### src/rtl/core/far_pkg.sv
`timescale 1ns / 1ps
`default_nettype none
// ----------------------------------------------------------------------------
// Function address relocator package
// Shared word types, command codes, control and status bundles.
// ----------------------------------------------------------------------------
package far_pkg;

    // Default table depth and reset value of the user space limit.
    localparam int          TABLE_DEPTH_DEFAULT = 1024;
    localparam logic [63:0] LIMIT_RESET         = 64'h0000_8000_0000_0000;

    // Command codes carried in the input word.
    localparam logic [1:0] CMD_WRITE  = 2'd0;
    localparam logic [1:0] CMD_EXACT  = 2'd1;
    localparam logic [1:0] CMD_RETURN = 2'd2;
    localparam logic [1:0] CMD_UNUSED = 2'd3;

    // Input word.
    typedef struct packed {
        logic [1:0]  command;
        logic [9:0]  entry_index;
        logic [63:0] kernel_start;
        logic [63:0] user_start;
        logic [63:0] query_addr;
    } in_word_t;

    // Output word.
    typedef struct packed {
        logic [63:0] result_addr;
        logic        hit;
        logic [9:0]  hit_index;
    } out_word_t;

    // Commands from the controller to the datapath.
    typedef struct packed {
        logic clear_step;
        logic accept;
        logic scan_issue;
        logic scan_eval;
        logic fetch;
        logic load_out;
    } ctrl_cmd_t;

    // Status from the datapath to the controller.
    typedef struct packed {
        logic clear_last;
        logic bypass;
        logic scan_done;
        logic out_free;
    } dp_status_t;

endpackage : far_pkg
`default_nettype wire

### src/rtl/core/far_ctrl.sv
`timescale 1ns / 1ps
`default_nettype none
// ----------------------------------------------------------------------------
// Function address relocator controller
// Sequences the table clear, the table scan, the user entry fetch and the
// hand-off of each result word to the output register.
// ----------------------------------------------------------------------------
module far_ctrl (
    input  wire logic               clk,
    input  wire logic               rst_n,
    input  wire logic               in_valid,
    output logic                    in_ready,
    input  wire far_pkg::dp_status_t status,
    output far_pkg::ctrl_cmd_t       cmd
);

    typedef enum logic [4:0] {
        ST_CLEAR  = 5'b00001,
        ST_IDLE   = 5'b00010,
        ST_SCAN   = 5'b00100,
        ST_FETCH  = 5'b01000,
        ST_FINISH = 5'b10000
    } state_t;

    state_t state_reg;
    state_t state_next;

    // State register.
    always_ff @(posedge clk or negedge rst_n)
    begin
        if (!rst_n)
        begin
            state_reg <= ST_CLEAR;
        end
        else
        begin
            state_reg <= state_next;
        end
    end

    // Next state and command decode.
    always_comb
    begin
        state_next = state_reg;
        cmd        = '0;
        in_ready   = 1'b0;
        case (state_reg)
            ST_CLEAR:
            begin
                cmd.clear_step = 1'b1;
                if (status.clear_last)
                begin
                    state_next = ST_IDLE;
                end
            end
            ST_IDLE:
            begin
                in_ready = 1'b1;
                if (in_valid)
                begin
                    cmd.accept = 1'b1;
                    state_next = status.bypass ? ST_FINISH : ST_SCAN;
                end
            end
            ST_SCAN:
            begin
                cmd.scan_issue = 1'b1;
                cmd.scan_eval  = 1'b1;
                if (status.scan_done)
                begin
                    state_next = ST_FETCH;
                end
            end
            ST_FETCH:
            begin
                cmd.fetch  = 1'b1;
                state_next = ST_FINISH;
            end
            ST_FINISH:
            begin
                if (status.out_free)
                begin
                    cmd.load_out = 1'b1;
                    state_next   = ST_IDLE;
                end
            end
            default:
            begin
                state_next = ST_IDLE;
            end
        endcase
    end

endmodule : far_ctrl
`default_nettype wire

### config.mk
export PLATFORM = sky130hd
export DESIGN_NAME = far_ctrl
export DESIGN_NICKNAME = d
export VERILOG_FILES = /design/src/rtl/core/far_pkg.sv /design/src/rtl/core/far_ctrl.sv
export SDC_FILE = /design/constraint.sdc
export NUM_CORES = 1
export LEC_CHECK = 0
export ABC_AREA = 1
export ABC_CLOCK_PERIOD_IN_PS = 1600
export BUFFER_PORTS_ARGS = -buffer_cell sky130_fd_sc_hd__buf_2
export CAP_MARGIN = 20
export CORE_AREA = 5 5 42 44
export DETAILED_ROUTE_END_ITERATION = 10
export DIE_AREA = 0 0 47 49
export GPL_TIMING_DRIVEN = 0
export PLACE_DENSITY = 0.49
export SYNTH_ARGS = -nofsm -noshare
export SYNTH_HDL_FRONTEND = slang
export SYNTH_SLANG_ARGS = --single-unit
### constraint.sdc
create_clock -name clk -period 1.6 [get_ports clk]
set_input_delay 0.08 -clock clk [delete_from_list [all_inputs] [get_ports clk]]
set_output_delay 0.08 -clock clk [all_outputs]
set_load 0.05 [all_outputs]
Word-level counts from Yosys, hierarchy flattened --
Cells that the tools add are included.
Operators by class: equal/unequal tests 9, mux-type cells 14, reduce and logical (&&, ||, !) cells 1
Operators with widths (number):
- 2-to-1 mux 5 bit | 5
- one-hot mux 5 bit (5 select lines) | 1
- != test 2 bit (second input constant) | 4
- 2-to-1 mux 1 bit | 7
- == test 5 x 1 -> 1 bit (second input constant) | 1
- == test 5 x 2 -> 1 bit (second input constant) | 1
- == test 5 x 3 -> 1 bit (second input constant) | 1
- == test 5 x 4 -> 1 bit (second input constant) | 1
- == test 5 bit (second input constant) | 1
- AND reduction 4 bit | 1
- 2-to-1 mux 2 bit | 1
Storage, ports and cells: flip-flop bits (word level) 5, bits of input ports 7, output and inout port bits 7, word-level logic and storage cells 25

Longest topological paths before layout --
depth after elaboration 3, gate-level depth with buffers 8, depth with buffers taken out 8

Least setup slack after synthesis --
Ideal clock, no wire load.
path type reg2out, start point register state_reg[0], end point output cmd[5] (netlist name), arrival time 1.375 ns, required time 1.520 ns, slack 0.145 ns, cell stages (with the launch flop) 5, buffers on the path 0, cells stage by stage dfstp_2 inv_1 nor2_1 nand2_1 nor2_1
RTL lines:
- start, declared | line far_ctrl.sv:25 | state_t state_reg;
- start signal, assigned | line far_ctrl.sv:37 | state_reg <= state_next;
- end, declared | line far_ctrl.sv:14 | output far_pkg::ctrl_cmd_t cmd

==> impl_results.md <==
- PortBufs: 13
- Place WS: about 0.36 ns
- Ranking of synthesized cells by area: dfrtp_1 30%, nand2_1 13%, inv_1 11%
- # setup viols final: 0
- FILL cells: 170
- ANT cells: 0
- RR Startpoint: state_reg[0]$_DFFE_PN1P_
- Num CTS Buffers: 3
- Grt ovf: 0
- Worst EP required: 1.52 ns
- Hold Path Origin: status[3]
- Layout Cells excl Fill: 84
- Height of the die: 49 µm
- Top Ports: 14
- Floorplan row count: 14
- HP Class: input port to register
- Highest Clock Rate: approximately 680 MHz
- Gate power share: ~61%
- Clk pwr share: 15.9%
- Leak: between 0.3 and 0.4 nW
- Int Power: 0.414 mW
- Worst Skew: 0.00509 ns
- Syn avg cell area: 6.73 µm²
- P_sw: between 0.4 and 0.5 mW
- CP Launch Type: register
- Area after DPL: 422 µm²
- Clk slew on worst S/H paths: 0.04 ns
- Worst-case reg-to-reg path depth: 7
- Reg2reg setup slack: 0.37 ns
- Status: completed
- Sequential share of the synthesized area: between 30 and 40%
- ANT nets after route: 0
- Max transition margin: 83.4%
- Synth-to-Final Area Change: 36.1%
- DRC viols: 0
- Routed vias/inst: 4.12
- TritonCTS clock tree: done
- Flops & latches, synth: 5
- Dominant cell type by area after synthesis: dfrtp_1
- Terminus of the critical flop-to-flop path: state_reg[2]$_DFFE_PN0P_
- Crit share post-route: 92.5%
- Longest Clk Path Bufs: 2
- Worst VDD drop: 0.724 mV
- RSZ-0062 raised after global routing: no
- TritonRoute pass-1 iters: 2
- Clock sinks: 5
- Final Hold Viols: 0
- Synth cell types: 13
- First-pass GRT wire length: roughly 1.2 mm
- Nets: 76
- Switching share of power: 54.7%
- Placed Cells: 79
- Period minus WS final: approximately 1.5 ns
- Part of the power in registers: 22.8%
- Nature of the critical path endpoint: primary output
- Post-Syn Instances: 50
- Worst-Margin Slew: 0.250 ns
- Die ar.: 0.00230 mm²
- Setup CP Type: register to primary output
- Dpl hpwl: a little over 600 µm
- Total wire length: 711 µm
- Core Footprint: 0.00140 mm²
- Hold Path End: state_reg[0]$_DFFE_PN1P_
- Crit path DAT: roughly 1.4 ns
- Total Neg Setup Slack: 0 ns
- Postcts setup bufs: 0
- Initial antenna violation count: 0
- Max FFs per register: 5
- Pin count of the biggest net entering global routing: 7
- H-tree depth: 1
- Crit path max fanout: 5
- Clock latency on the worst-skew pair: 0.24 ns
- Final setup margin: between 0.1 and 0.15 ns
- Die X: 47 µm
- GRT Overall Usage: 7.00%
- Final instance area: 458 µm²
- Starting Density: 24.0%
- MaxCap Viol Count: 0
- Vias in the first global route: 292
- Slew Limit Fails: 0
- Routability congestion estimate: 0.739
- Net Count, Synth: 57
- Pwr dens: 2000 mW/mm²
- DR vias: ~350
- Synth top area share: slightly below 30%
- Netlist Area Pre-Place: 337 µm²
- DR WL/cell: 8.46 µm
- Hold path depth: 4
- Ys Warns: 0
- Min Hold Slack: 0.0993 ns
- Initial DRC Count: 2
- Root Driver: clkbuf_4
- Ratio of cells with drive above 1 in the final layout: a little under two fifths
-- repair_timing --
item	CTS	global route
resized for setup	0	0
hold buffers	1	0
hold endpoints to repair	5	0
-- power by group through the flow --
stage               clock network [mW]  logic, mW  registers [mW]
floorplan                            0      0.458           0.205
global placement                     0      0.566           0.210
detailed placement                   0      0.565           0.209
CTS                              0.150      0.570           0.208
global route                     0.167      0.623           0.213
finish                           0.145      0.561           0.208
-- per-stage QoR --
stage                     power [mW]  util [%]
after global routing            1.00      32.7
after floorplan                0.663         -
after detailed placement       0.774      30.1
after CTS                      0.927      32.7
after global placement         0.776      30.1
final                          0.914      32.7
-- cells in the mapped netlist --
library cell  count
buf_4             1
dfrtp_1           4
dfstp_2           1
inv_1            10
inv_2             2
nand2_1          12
nand3_1           2
nand3_2           1
nand4_1           5
nor2_1            7
nor2_2            3
nor2_4            1
nor3_1            1
-- worst max-delay path: stages (launching register included) --
cell     delay (ns)
dfrtp_1        0.39
nor2_2         0.18
nand3_1        0.15
inv_1          0.09
buf_4          0.10
buf_2          0.24
-- area by class of cell --
cell class / instances / area (µm²) / area share (%)
multi-input cells: 32 / 158 / 34.4
repair buffers: 14 / 75.1 / 16.4
plain buffers: 1 / 7.51 / 1.64
inverters: 12 / 45.0 / 9.84
flip-flops and latches: 5 / 126 / 27.6
well taps: 16 / 20.0 / 4.37
clock buffers: 4 / 26.3 / 5.74
-- cells by family (layout without fill, tap and decap cells) --
logic type | count (synthesis) | after routing | synth area share, %
flip-flops | 5 | 5 | 37.5
buffers and inverters | 13 | 31 | 15.6
AND/OR/NAND/NOR | 32 | 32 | 46.8
-- worst max path at each step --
| stage | from | endpoint | slack (ns) | cells past startpoint |
|---|---|---|---|---|
| finish | state_reg[1]$_DFFE_PN0P_ | cmd[3] | 0.12 | 5 |
| global route | state_reg[1]$_DFFE_PN0P_ | cmd[3] | 0.0005 | 5 |
| CTS | state_reg[1]$_DFFE_PN0P_ | cmd[3] | 0.1 | 5 |
| detailed placement | state_reg[0]$_DFFE_PN1P_ | state_reg[4]$_DFFE_PN0P_ | 0.36 | 7 |
| global placement | state_reg[0]$_DFFE_PN1P_ | state_reg[1]$_DFFE_PN0P_ | 0.36 | 7 |
| floorplan | state_reg[0]$_DFFE_PN1P_ | cmd[5] | 0.14 | 4 |
-- per-layer routing --
layer | part of all wire (%) | GRT usage (%) | up-vias
li1 | - | - | 190
met1 | 44 | 8.91 | 143
met2 | 46 | 9.28 | 10
met3 | 8.9 | 4.43 | 3
met4 | 1.3 | 2.76 | 0
met5 | 0 | 0 | -
-- cells in the final DEF (no fill, tap or decap) --
cell type and n:
nand2_1 12, nor2_1 7, inv_1 10, nor2_2 3
nand3_1 2, dlygate4sd3_1 1, buf_4 1, nand3_2 1
clkbuf_1 1, inv_2 2, nand4_1 5, clkbuf_4 3
nor3_1 1, nor2_4 1, buf_2 13, dfrtp_1 4
dfstp_2 1
Power figures use the tool's default switching activity.
